==> src/rtl/core/tspg_pkg.sv <==
// Shared types and constants for the trapezoid step profile generator.
// No dependencies.
package tspg_pkg;

  typedef enum logic [1:0] {
    MODE_IDLE  = 2'd0,
    MODE_EXEC  = 2'd1,
    MODE_SYNC  = 2'd2,
    MODE_ERROR = 2'd3
  } mode_e;

  typedef enum logic [1:0] {
    FUNC_TICK   = 2'd0,
    FUNC_LOAD   = 2'd1,
    FUNC_SETPOS = 2'd2,
    FUNC_NOP    = 2'd3
  } func_e;

  typedef enum logic [1:0] {
    ST_IDLE = 2'd0,
    ST_PROF = 2'd1,
    ST_DIV  = 2'd2,
    ST_RESP = 2'd3
  } state_e;

  localparam logic [1:0] CFG_CLOCK_HZ  = 2'd0;
  localparam logic [1:0] CFG_MIN_RATE  = 2'd1;
  localparam logic [1:0] CFG_ACC_TICK  = 2'd2;

  localparam logic [26:0] CLOCK_HZ_RST = 27'd48000000;
  localparam logic [19:0] MIN_RATE_RST = 20'd800;
  localparam logic [31:0] ACC_TICK_RST = 32'd960000;
  // clock * 60 over the reset rate floor
  localparam logic [31:0] PERIOD_RST   = 32'd3600000;
  localparam logic [31:0] LOAD_PERIOD  = 32'd100;

  localparam int unsigned DIV_STEPS = 33;

  typedef struct packed {
    logic accept;
    logic prof;
    logic div_start;
    logic period_wr;
  } ctrl_cmd_t;

  typedef struct packed {
    logic need_prof;
    logic need_div;
    logic prof_set;
    logic div_done;
  } ctrl_sts_t;

endpackage

==> src/rtl/core/trapezoid_step_profile_generator.sv <==
// Trapezoid step profile generator, top level: controller, datapath, divider.
// Sequence from accept to result valid: status items and ticks with no profile update go
// straight to the response state, a tick with no rate change passes the profile state, a
// load runs the 33-step period divider, and a tick whose rate change passes the profile
// state and then the divider. One transaction at a time; the divider path sets the worst.
// Reset: asynchronous active low; idle mode, period at clock*60 over the rate floor.
module trapezoid_step_profile_generator
  import tspg_pkg::*;
(
  input  logic        clk_i,
  input  logic        rst_ni,
  input  logic        cfg_we_i,
  input  logic [1:0]  cfg_idx_i,
  input  logic [31:0] cfg_wdata_i,
  input  logic        in_valid_i,
  output logic        in_stall_o,
  input  logic [1:0]  func_i,
  input  logic [31:0] move_length_i,
  input  logic [30:0] move_events_i,
  input  logic [31:0] start_rate_i,
  input  logic [31:0] cruise_rate_i,
  input  logic [31:0] end_rate_i,
  input  logic [29:0] rate_delta_i,
  input  logic [30:0] accel_end_mark_i,
  input  logic [30:0] decel_start_mark_i,
  input  logic [31:0] position_value_i,
  output logic        out_valid_o,
  input  logic        out_stall_i,
  output logic        step_pulse_o,
  output logic        step_dir_o,
  output logic [31:0] timer_period_o,
  output logic        timer_run_o,
  output logic        sync_request_o,
  output logic        block_done_o,
  output logic [1:0]  mode_o,
  output logic [31:0] motor_position_o
);

  ctrl_cmd_t   cmd;
  ctrl_sts_t   sts;
  logic        div_start, div_done;
  logic [32:0] dividend, quotient;
  logic [31:0] divisor;

  assign div_start = cmd.div_start;

  // Sequence each transaction: accept, optional profile update, optional divide.
  tspg_ctrl u_ctrl (
    .clk_i       (clk_i),
    .rst_ni      (rst_ni),
    .in_valid_i  (in_valid_i),
    .in_stall_o  (in_stall_o),
    .out_valid_o (out_valid_o),
    .out_stall_i (out_stall_i),
    .sts_i       (sts),
    .cmd_o       (cmd)
  );

  // Hold motion state and compute the Bresenham and profile updates.
  tspg_dp u_dp (
    .clk_i              (clk_i),
    .rst_ni             (rst_ni),
    .cmd_i              (cmd),
    .sts_o              (sts),
    .div_done_i         (div_done),
    .quotient_i         (quotient),
    .dividend_o         (dividend),
    .divisor_o          (divisor),
    .cfg_we_i           (cfg_we_i),
    .cfg_idx_i          (cfg_idx_i),
    .cfg_wdata_i        (cfg_wdata_i),
    .func_i             (func_i),
    .move_length_i      (move_length_i),
    .move_events_i      (move_events_i),
    .start_rate_i       (start_rate_i),
    .cruise_rate_i      (cruise_rate_i),
    .end_rate_i         (end_rate_i),
    .rate_delta_i       (rate_delta_i),
    .accel_end_mark_i   (accel_end_mark_i),
    .decel_start_mark_i (decel_start_mark_i),
    .position_value_i   (position_value_i),
    .step_pulse_o       (step_pulse_o),
    .step_dir_o         (step_dir_o),
    .timer_period_o     (timer_period_o),
    .timer_run_o        (timer_run_o),
    .sync_request_o     (sync_request_o),
    .block_done_o       (block_done_o),
    .mode_o             (mode_o),
    .motor_position_o   (motor_position_o)
  );

  // Convert a new rate to a timer period, one quotient bit a cycle.
  tspg_div u_div (
    .clk_i      (clk_i),
    .rst_ni     (rst_ni),
    .start_i    (div_start),
    .dividend_i (dividend),
    .divisor_i  (divisor),
    .done_o     (div_done),
    .quotient_o (quotient)
  );

endmodule

==> src/rtl/core/tspg_div.sv <==
// Restoring divider, one quotient bit per cycle, 33-bit dividend.
// Depends on tspg_pkg.
module tspg_div
  import tspg_pkg::*;
(
  input  logic        clk_i,
  input  logic        rst_ni,
  input  logic        start_i,
  input  logic [32:0] dividend_i,
  input  logic [31:0] divisor_i,
  output logic        done_o,
  output logic [32:0] quotient_o
);

  logic        busy_q, done_q;
  logic [5:0]  cnt_q;
  logic [31:0] rem_q, dvs_q;
  logic [32:0] quo_q;
  logic [32:0] trial;
  logic [32:0] diff;
  logic        ge;

  assign trial = {rem_q, quo_q[32]};
  assign ge    = trial >= {1'b0, dvs_q};
  assign diff  = trial - {1'b0, dvs_q};

  always_ff @(posedge clk_i or negedge rst_ni) begin
    if (!rst_ni) begin
      busy_q <= 1'b0;
      done_q <= 1'b0;
      cnt_q  <= '0;
    end else begin
      done_q <= 1'b0;
      if (start_i) begin
        busy_q <= 1'b1;
        cnt_q  <= '0;
      end else if (busy_q) begin
        cnt_q <= cnt_q + 6'd1;
        if (cnt_q == 6'(DIV_STEPS - 1)) begin
          busy_q <= 1'b0;
          done_q <= 1'b1;
        end
      end
    end
  end

  always_ff @(posedge clk_i) begin
    if (start_i) begin
      rem_q <= '0;
      quo_q <= dividend_i;
      dvs_q <= divisor_i;
    end else if (busy_q) begin
      rem_q <= ge ? diff[31:0] : trial[31:0];
      quo_q <= {quo_q[31:0], ge};
    end
  end

  assign done_o     = done_q;
  assign quotient_o = quo_q;

endmodule

==> src/rtl/core/tspg_ctrl.sv <==
// Sequencing state machine: accept, profile update, period divide, respond.
// Depends on tspg_pkg.
module tspg_ctrl
  import tspg_pkg::*;
(
  input  logic      clk_i,
  input  logic      rst_ni,
  input  logic      in_valid_i,
  output logic      in_stall_o,
  output logic      out_valid_o,
  input  logic      out_stall_i,
  input  ctrl_sts_t sts_i,
  output ctrl_cmd_t cmd_o
);

  state_e state_q, state_d;

  always_ff @(posedge clk_i or negedge rst_ni) begin
    if (!rst_ni) begin
      state_q <= ST_IDLE;
    end else begin
      state_q <= state_d;
    end
  end

  always_comb begin
    state_d     = state_q;
    cmd_o       = '0;
    in_stall_o  = 1'b1;
    out_valid_o = 1'b0;
    case (state_q)
      ST_IDLE: begin
        in_stall_o = 1'b0;
        if (in_valid_i) begin
          cmd_o.accept = 1'b1;
          if (sts_i.need_prof) begin
            state_d = ST_PROF;
          end else if (sts_i.need_div) begin
            cmd_o.div_start = 1'b1;
            state_d = ST_DIV;
          end else begin
            state_d = ST_RESP;
          end
        end
      end
      ST_PROF: begin
        cmd_o.prof = 1'b1;
        if (sts_i.prof_set) begin
          cmd_o.div_start = 1'b1;
          state_d = ST_DIV;
        end else begin
          state_d = ST_RESP;
        end
      end
      ST_DIV: begin
        if (sts_i.div_done) begin
          cmd_o.period_wr = 1'b1;
          state_d = ST_RESP;
        end
      end
      ST_RESP: begin
        out_valid_o = 1'b1;
        if (!out_stall_i) begin
          state_d = ST_IDLE;
        end
      end
      default: state_d = ST_IDLE;
    endcase
  end

endmodule

==> src/rtl/core/tspg_dp.sv <==
// Datapath: motion state, block registers, Bresenham and profile arithmetic.
// Depends on tspg_pkg; divider operands go out, the quotient comes back.
module tspg_dp
  import tspg_pkg::*;
(
  input  logic        clk_i,
  input  logic        rst_ni,
  input  ctrl_cmd_t   cmd_i,
  output ctrl_sts_t   sts_o,
  input  logic        div_done_i,
  input  logic [32:0] quotient_i,
  output logic [32:0] dividend_o,
  output logic [31:0] divisor_o,
  input  logic        cfg_we_i,
  input  logic [1:0]  cfg_idx_i,
  input  logic [31:0] cfg_wdata_i,
  input  logic [1:0]  func_i,
  input  logic [31:0] move_length_i,
  input  logic [30:0] move_events_i,
  input  logic [31:0] start_rate_i,
  input  logic [31:0] cruise_rate_i,
  input  logic [31:0] end_rate_i,
  input  logic [29:0] rate_delta_i,
  input  logic [30:0] accel_end_mark_i,
  input  logic [30:0] decel_start_mark_i,
  input  logic [31:0] position_value_i,
  output logic        step_pulse_o,
  output logic        step_dir_o,
  output logic [31:0] timer_period_o,
  output logic        timer_run_o,
  output logic        sync_request_o,
  output logic        block_done_o,
  output logic [1:0]  mode_o,
  output logic [31:0] motor_position_o
);

  logic [26:0] clk_hz_q;
  logic [19:0] min_rate_q;
  logic [31:0] acc_tick_q;

  mode_e       mode_q;
  logic [33:0] bres_q;
  logic [30:0] ev_done_q;
  logic [31:0] rate_q, period_q, safe_q, pos_q;
  logic [32:0] tick_q;
  logic        pend_step_q, pend_dir_q;

  logic [31:0] blk_len_q, blk_cruise_q, blk_end_q;
  logic [30:0] blk_events_q, blk_acc_q, blk_dec_q;
  logic [29:0] blk_delta_q;

  logic pulse_q, dir_q, run_q, sync_q, done_q, load_q;

  func_e func;
  assign func = func_e'(func_i);

  // Bresenham event
  logic [31:0] mag;
  logic [33:0] bres_sum, bres_next;
  logic        bres_hit;
  logic [30:0] ev_inc;
  logic        blk_last;

  assign mag       = blk_len_q[31] ? (~blk_len_q + 32'd1) : blk_len_q;
  assign bres_sum  = bres_q + {2'b00, mag};
  assign bres_hit  = (bres_sum != '0) && !bres_sum[33];
  assign bres_next = bres_hit ? bres_sum - {3'b000, blk_events_q} : bres_sum;
  assign ev_inc    = ev_done_q + 31'd1;
  assign blk_last  = blk_events_q <= ev_inc;

  // Profile step
  logic [33:0] acc_sum, acc_sub;
  logic        acc_hit;
  logic [32:0] acc_next;
  logic [32:0] up_sum;
  logic [31:0] up_rate, dn_rate, dn_raw;
  logic [31:0] prof_rate;
  logic        prof_set;
  logic [32:0] prof_tick;
  logic [31:0] tri_tick;

  assign acc_sum  = {1'b0, tick_q} + {2'b00, period_q};
  assign acc_hit  = acc_sum > {2'b00, acc_tick_q};
  assign acc_sub  = acc_sum - {2'b00, acc_tick_q};
  assign acc_next = acc_hit ? acc_sub[32:0] : acc_sum[32:0];
  assign up_sum   = {1'b0, rate_q} + {3'b000, blk_delta_q};
  assign up_rate  = (up_sum >= {1'b0, blk_cruise_q}) ? blk_cruise_q : up_sum[31:0];
  assign dn_raw   = (rate_q > safe_q) ?
                    (({2'b00, blk_delta_q} > rate_q) ? 32'd0 : rate_q - {2'b00, blk_delta_q}) :
                    {1'b0, rate_q[31:1]};
  assign dn_rate  = (dn_raw < blk_end_q) ? blk_end_q : dn_raw;
  assign tri_tick = (tick_q > {1'b0, acc_tick_q}) ? 32'd0 : acc_tick_q - tick_q[31:0];

  always_comb begin
    prof_set  = 1'b0;
    prof_rate = blk_cruise_q;
    prof_tick = tick_q;
    if (ev_done_q < blk_acc_q) begin
      prof_tick = acc_next;
      prof_set  = acc_hit;
      prof_rate = up_rate;
    end else if (ev_done_q >= blk_dec_q) begin
      if (ev_done_q == blk_dec_q) begin
        prof_tick = (rate_q == blk_cruise_q) ? {2'b00, acc_tick_q[31:1]} : {1'b0, tri_tick};
      end else begin
        prof_tick = acc_next;
        prof_set  = acc_hit;
        prof_rate = dn_rate;
      end
    end else begin
      prof_set = rate_q != blk_cruise_q;
    end
  end

  // Divider operands: floored rate, clock times sixty
  logic [31:0] new_rate, floor_rate;
  assign new_rate   = cmd_i.accept ? start_rate_i : prof_rate;
  assign floor_rate = (new_rate < {12'd0, min_rate_q}) ?
                      (min_rate_q == '0 ? 32'd1 : {12'd0, min_rate_q}) :
                      (new_rate == '0 ? 32'd1 : new_rate);
  assign divisor_o  = floor_rate;
  assign dividend_o = {clk_hz_q, 6'd0} - {4'd0, clk_hz_q, 2'd0};

  assign sts_o.need_prof = (func == FUNC_TICK) && (mode_q == MODE_EXEC) && !blk_last;
  assign sts_o.need_div  = func == FUNC_LOAD;
  assign sts_o.prof_set  = prof_set;
  assign sts_o.div_done  = div_done_i;

  always_ff @(posedge clk_i or negedge rst_ni) begin
    if (!rst_ni) begin
      clk_hz_q   <= CLOCK_HZ_RST;
      min_rate_q <= MIN_RATE_RST;
      acc_tick_q <= ACC_TICK_RST;
    end else if (cfg_we_i) begin
      case (cfg_idx_i)
        CFG_CLOCK_HZ: clk_hz_q   <= cfg_wdata_i[26:0];
        CFG_MIN_RATE: min_rate_q <= cfg_wdata_i[19:0];
        CFG_ACC_TICK: acc_tick_q <= cfg_wdata_i;
        default: ;
      endcase
    end
  end

  always_ff @(posedge clk_i or negedge rst_ni) begin
    if (!rst_ni) begin
      mode_q      <= MODE_IDLE;
      bres_q      <= '0;
      ev_done_q   <= '0;
      rate_q      <= '0;
      tick_q      <= '0;
      period_q    <= PERIOD_RST;
      safe_q      <= '0;
      pos_q       <= '0;
      pend_step_q <= 1'b0;
      pend_dir_q  <= 1'b0;
    end else begin
      if (cmd_i.accept) begin
        case (func)
          FUNC_TICK: begin
            if (pend_step_q) begin
              pos_q       <= pend_dir_q ? pos_q - 32'd1 : pos_q + 32'd1;
              pend_step_q <= 1'b0;
            end
            if (mode_q == MODE_EXEC) begin
              pend_dir_q <= blk_len_q[31];
              bres_q     <= bres_next;
              if (bres_hit) pend_step_q <= 1'b1;
              ev_done_q  <= ev_inc;
              if (blk_last) mode_q <= MODE_SYNC;
            end
          end
          FUNC_LOAD: begin
            mode_q      <= MODE_EXEC;
            rate_q      <= start_rate_i;
            tick_q      <= {2'b00, acc_tick_q[31:1]};
            safe_q      <= 32'({2'b00, rate_delta_i} + {1'b0, rate_delta_i, 1'b0}) >> 1;
            bres_q      <= 34'd0 - {4'd0, move_events_i[30:1]};
            ev_done_q   <= '0;
            pend_step_q <= 1'b0;
            pend_dir_q  <= 1'b0;
          end
          FUNC_SETPOS: pos_q <= position_value_i;
          default: ;
        endcase
      end
      if (cmd_i.prof) begin
        tick_q <= prof_tick;
        if (prof_set) rate_q <= prof_rate;
      end
      if (cmd_i.period_wr) begin
        period_q <= quotient_i[32] ? 32'hFFFF_FFFF : quotient_i[31:0];
      end
    end
  end

  // Block registers and result flags hold payload only
  always_ff @(posedge clk_i) begin
    if (cmd_i.accept) begin
      pulse_q <= 1'b0;
      dir_q   <= 1'b0;
      sync_q  <= 1'b0;
      done_q  <= 1'b0;
      load_q  <= 1'b0;
      run_q   <= (mode_q == MODE_EXEC) || (mode_q == MODE_SYNC);
      case (func)
        FUNC_TICK: begin
          pulse_q <= pend_step_q;
          dir_q   <= pend_step_q & pend_dir_q;
          sync_q  <= mode_q == MODE_SYNC;
          done_q  <= (mode_q == MODE_EXEC) && blk_last;
        end
        FUNC_LOAD: begin
          load_q       <= 1'b1;
          run_q        <= 1'b1;
          blk_len_q    <= move_length_i;
          blk_events_q <= move_events_i;
          blk_cruise_q <= cruise_rate_i;
          blk_end_q    <= end_rate_i;
          blk_delta_q  <= rate_delta_i;
          blk_acc_q    <= accel_end_mark_i;
          blk_dec_q    <= decel_start_mark_i;
        end
        default: ;
      endcase
    end
  end

  assign step_pulse_o     = pulse_q;
  assign step_dir_o       = dir_q;
  assign timer_period_o   = load_q ? LOAD_PERIOD : period_q;
  assign timer_run_o      = run_q;
  assign sync_request_o   = sync_q;
  assign block_done_o     = done_q;
  assign mode_o           = mode_q;
  assign motor_position_o = pos_q;

endmodule

==> config.mk <==
export PLATFORM = sky130hd
export DESIGN_NAME = trapezoid_step_profile_generator
export DESIGN_NICKNAME = d
export VERILOG_FILES = /design/src/rtl/core/tspg_pkg.sv /design/src/rtl/core/trapezoid_step_profile_generator.sv /design/src/rtl/core/tspg_div.sv /design/src/rtl/core/tspg_ctrl.sv /design/src/rtl/core/tspg_dp.sv
export SDC_FILE = /design/constraint.sdc
export NUM_CORES = 2
export LEC_CHECK = 0
export BUFFER_PORTS_ARGS = -buffer_cell sky130_fd_sc_hd__buf_4
export CAP_MARGIN = 20
export CORE_AREA = 2 2 283 285
export DETAILED_ROUTE_END_ITERATION = 16
export DIE_AREA = 0 0 285 287
export PLACE_DENSITY = 0.87
export SYNTH_ARGS = -nofsm -noshare
export SYNTH_HDL_FRONTEND = slang
export SYNTH_SLANG_ARGS = --single-unit
==> constraint.sdc <==
create_clock -name clk_i -period 15.16 [get_ports clk_i]
set_input_delay 3.032 -clock clk_i [delete_from_list [all_inputs] [get_ports clk_i]]
set_output_delay 3.032 -clock clk_i [all_outputs]
set_load 0.005 [all_outputs]
==> impl_metrics.env <==
export IMPL_status="finished clean"
export IMPL_cts_tree="yes"
export IMPL_grt_util_met2_pct=66.1
export IMPL_syn_nets=6914
export IMPL_async_reset_ff_share_pct=49.7
export IMPL_drv_cap=0
export IMPL_cts_buffers=75
export IMPL_grt_antenna_before_repair=5
export IMPL_postCtsHoldBufs=0
export IMPL_p_clk_share_pct=13.9
export IMPL_relSlewSlack_pct=21.5
export IMPL_die_w_um=285
export IMPL_fin_crit_ns=10.97
export IMPL_p_int_mw=7.50
export IMPL_synth_cell_types=105
export IMPL_ir_worst_vdd_v=0.000160
export IMPL_setup_worst_path_start_class="register"
export IMPL_core_um2=78600
export IMPL_routabilityCongestion=1.01
export IMPL_critPathTopFamily="compound AO/OA/AOI/OAI gates"
export IMPL_cts_htree_levels=3
export IMPL_synth_commonest_cells="ha_1 (584), nand2_1 (524), inv_1 (492), a21oi_1 (474), o21ai_0 (428)"
export IMPL_gr_usage_all_layers_pct=41.4
export IMPL_ys_seq_area_share_pct=33.1
export IMPL_timing_final_ws_setup_ns=4.19
export IMPL_synth_edf_count=290
export IMPL_setup_violations=0
export IMPL_postCtsSetupBuffers=0
export IMPL_ant_nets=0
export IMPL_place_ws_ns=4.41
export IMPL_use_met3_pct=8.69
export IMPL_wl_mm=173
export IMPL_p_seq_share_pct=20.2
export IMPL_grt_first_pass_wirelength_mm=265
export IMPL_critPathMaxStageDelay_ns=0.75
export IMPL_yosys_top_cells_area="edfxtp_1 (17%), ha_1 (14%), dfrtp_1 (14%)"
export IMPL_use_met1_pct=53.4
export IMPL_slowest_stage="dfrtp_1"
export IMPL_hold_viol=0
export IMPL_start_util_pct=66.7
export IMPL_criticalPathCategory="register to register"
export IMPL_yosysWarnings=0
export IMPL_maxSlewViolCount=0
export IMPL_drc_errors=0
export IMPL_worst_hold_slack_ns=0.482
export IMPL_power_density_nw_per_um2=247
export IMPL_synth_area_um2=52400
export IMPL_p_leak_nw=26.7
export IMPL_synth_top_area_cell="edfxtp_1"
export IMPL_dieArea_um2=81800
export IMPL_pwr_share_comb_pct=65.9
export IMPL_path_clk_slew_ns=0.06
export IMPL_grt_busiest_layer="met2"
export IMPL_area_sequential_um2=17300
export IMPL_grt_max_degree=119
export IMPL_netlist_area_leader_share_pct=16.6
export IMPL_ys_seq_elements=640
export IMPL_clock_path_buffers=3
export IMPL_ios=397
export IMPL_vias=48700
export IMPL_switching_share_pct=48.6
export IMPL_final_core_util_pct=75.2
export IMPL_cts_sinks=640
export IMPL_synthFlopType="edfxtp_1"
export IMPL_largest_reg_flops=34
export IMPL_synth_most_common_cell="ha_1"
export IMPL_drt_initial_drc_count=5023
export IMPL_finalNetCount=7219
export IMPL_cts_root_buffer_cell="clkbuf_16"
export IMPL_finalCritPeriodShare_pct=72.3
export IMPL_syn_avg_cell_area_um2=8.74
export IMPL_grt_pass1_vias=46700
export IMPL_drive_above_1_share_pct=12.5
export IMPL_fin_skew_ns=0.0244
export IMPL_rsz0062_at_grt="no"
export IMPL_timing_setup_tns_ns=0
export IMPL_multiInputGateArea_um2=32400
export IMPL_vias_per_cell=6.57
export IMPL_clock_fmax_mhz=91.2
export IMPL_worst_pin_slew_ns=1.17
export IMPL_rows=103
export IMPL_crit_top_cell="a21o_1"
export IMPL_grt_overflow=0
export IMPL_ctsResizeCount=0
export IMPL_dr_pass1_iters=6
export IMPL_worst_setup_path_end_kind="register"
export IMPL_area_delta_synth_final_pct=12.8
export IMPL_required_ns=15.56
export IMPL_hp_class="register to register"
export IMPL_path_buf_inv=2
export IMPL_cp_arrival_ns=11.36
export IMPL_syn_inst=5996
export IMPL_nFillCells=5753
export IMPL_fp_dieH_um=287
export IMPL_max_flop_register="u_dp.bres_q"
export IMPL_worst_path_max_fanout=41
export IMPL_dp_hpwl_mm=130
export IMPL_drt_wirelength_per_cell_um=23.4
export IMPL_portBuffers=396
export IMPL_insertion_delay_ns=0.66
export IMPL_p_switching_mw=7.10
==> logic make-up after synthesis <==
logic type	count (synthesis)	synth area share, %
AOI/OAI and AO/OA	1740	21.4
xor gates and xnor gates	390	6.52
adders and majority gates	594	14.3
buffers and inverters	717	5.25
DFF	640	33.1
muxes	152	3.21
and+or+nand+nor	1763	16.2
==> final timing paths <==
path | end | slack (ns) | start | cells past startpoint
min | u_dp.safe_q[10]$_DFFE_PN0P_ | 0.48 | u_dp.safe_q[10]$_DFFE_PN0P_ | 2
max | u_div.dvs_q[7]$_DFFE_PP_ | 4.19 | u_dp.rate_q[1]$_DFF_PN0_ | 35
min in group asynchronous | u_dp.motor_position_o[11]$_DFFE_PN0P_ | 2.36 | rst_ni | 1
max reg2reg | u_div.dvs_q[7]$_DFFE_PP_ | 4.19 | u_dp.rate_q[1]$_DFF_PN0_ | 35
max in group asynchronous | u_dp.safe_q[19]$_DFFE_PN0P_ | 10.52 | rst_ni | 3
min reg2reg | u_dp.safe_q[10]$_DFFE_PN0P_ | 0.48 | u_dp.safe_q[10]$_DFFE_PN0P_ | 2
==> metrics by stage <==
stage / power (mW) / cells / instance area (um^2)
global placement: 12.0 / 7268 / 56200
detailed placement: 12.2 / 7268 / 56200
global route: 15.6 / 7414 / 59100
finish: 14.6 / 7415 / 59100
floorplan: 9.71 / 5996 / 52400
CTS: 14.3 / 7407 / 59000
==> worst reg2reg max path: cells and delay by family, from the launching register on <==
| kind | cells | cell delay [ns] |
|---|---|---|
| AND/OR/NAND/NOR | 11 | 2.42 |
| adder cells (fa/ha/maj) | 3 | 0.97 |
| buffers and inverters | 2 | 0.66 |
| flip-flops | 1 | 0.75 |
| multiplexers | 1 | 0.51 |
| AO/OA/AOI/OAI | 18 | 5.40 |
==> cell usage in the layout (no fill, tap or decap), types with 26 or more instances in the layout <==
master / n
a211oi_1: 56
a21o_1: 150
a21oi_1: 474
a22oi_1: 29
a31oi_1: 85
and2_1: 26
and3_1: 67
buf_4: 441
clkbuf_16: 78
dfrtp_1: 287
dfstp_2: 31
dfxtp_1: 32
edfxtp_1: 290
ha_1: 583
inv_1: 491
mux2_2: 78
mux2i_1: 61
nand2_1: 522
nand2b_1: 80
nand3_1: 121
nand4_1: 59
nor2_1: 418
nor2b_1: 102
nor3_1: 146
nor4_1: 53
o211ai_1: 34
o21a_1: 68
o21ai_0: 425
o21bai_1: 42
o31ai_1: 42
or2_2: 31
or3_1: 51
xnor2_1: 242
xor2_1: 148
==> power groups by stage <==
| stage | combinational [mW] | clock (mW) | sequential, mW |
|---|---|---|---|
| 3_3_place_gp | 9.05 | 0 | 2.93 |
| 5_1_grt | 10.5 | 2.10 | 2.97 |
| 3_5_place_dp | 9.23 | 0 | 2.94 |
| 2_1_floorplan | 6.99 | 0 | 2.72 |
| 6_report | 9.61 | 2.03 | 2.95 |
| 4_1_cts | 9.35 | 2.04 | 2.92 |
==> final cells by class <==
class / instances / share of cell area [%]
clock inverters: 52 / 1.25
multi-input cells: 4639 / 54.8
inverters: 497 / 3.17
well taps: 1050 / 2.22
repair buffers: 448 / 5.83
flip-flops and latches: 640 / 29.4
diodes: 2 / 0.00847
clock buffers: 87 / 3.34
==> layer usage <==
metal / vias to the layer above / part of all wire, %
li1: 22400 / -
met3: 590 / 9.8
met1: 23100 / 39
met4: 4 / 6.0
met2: 2644 / 45
met5: - / 0.013
Note: power is estimated with default switching activity, not from simulation.
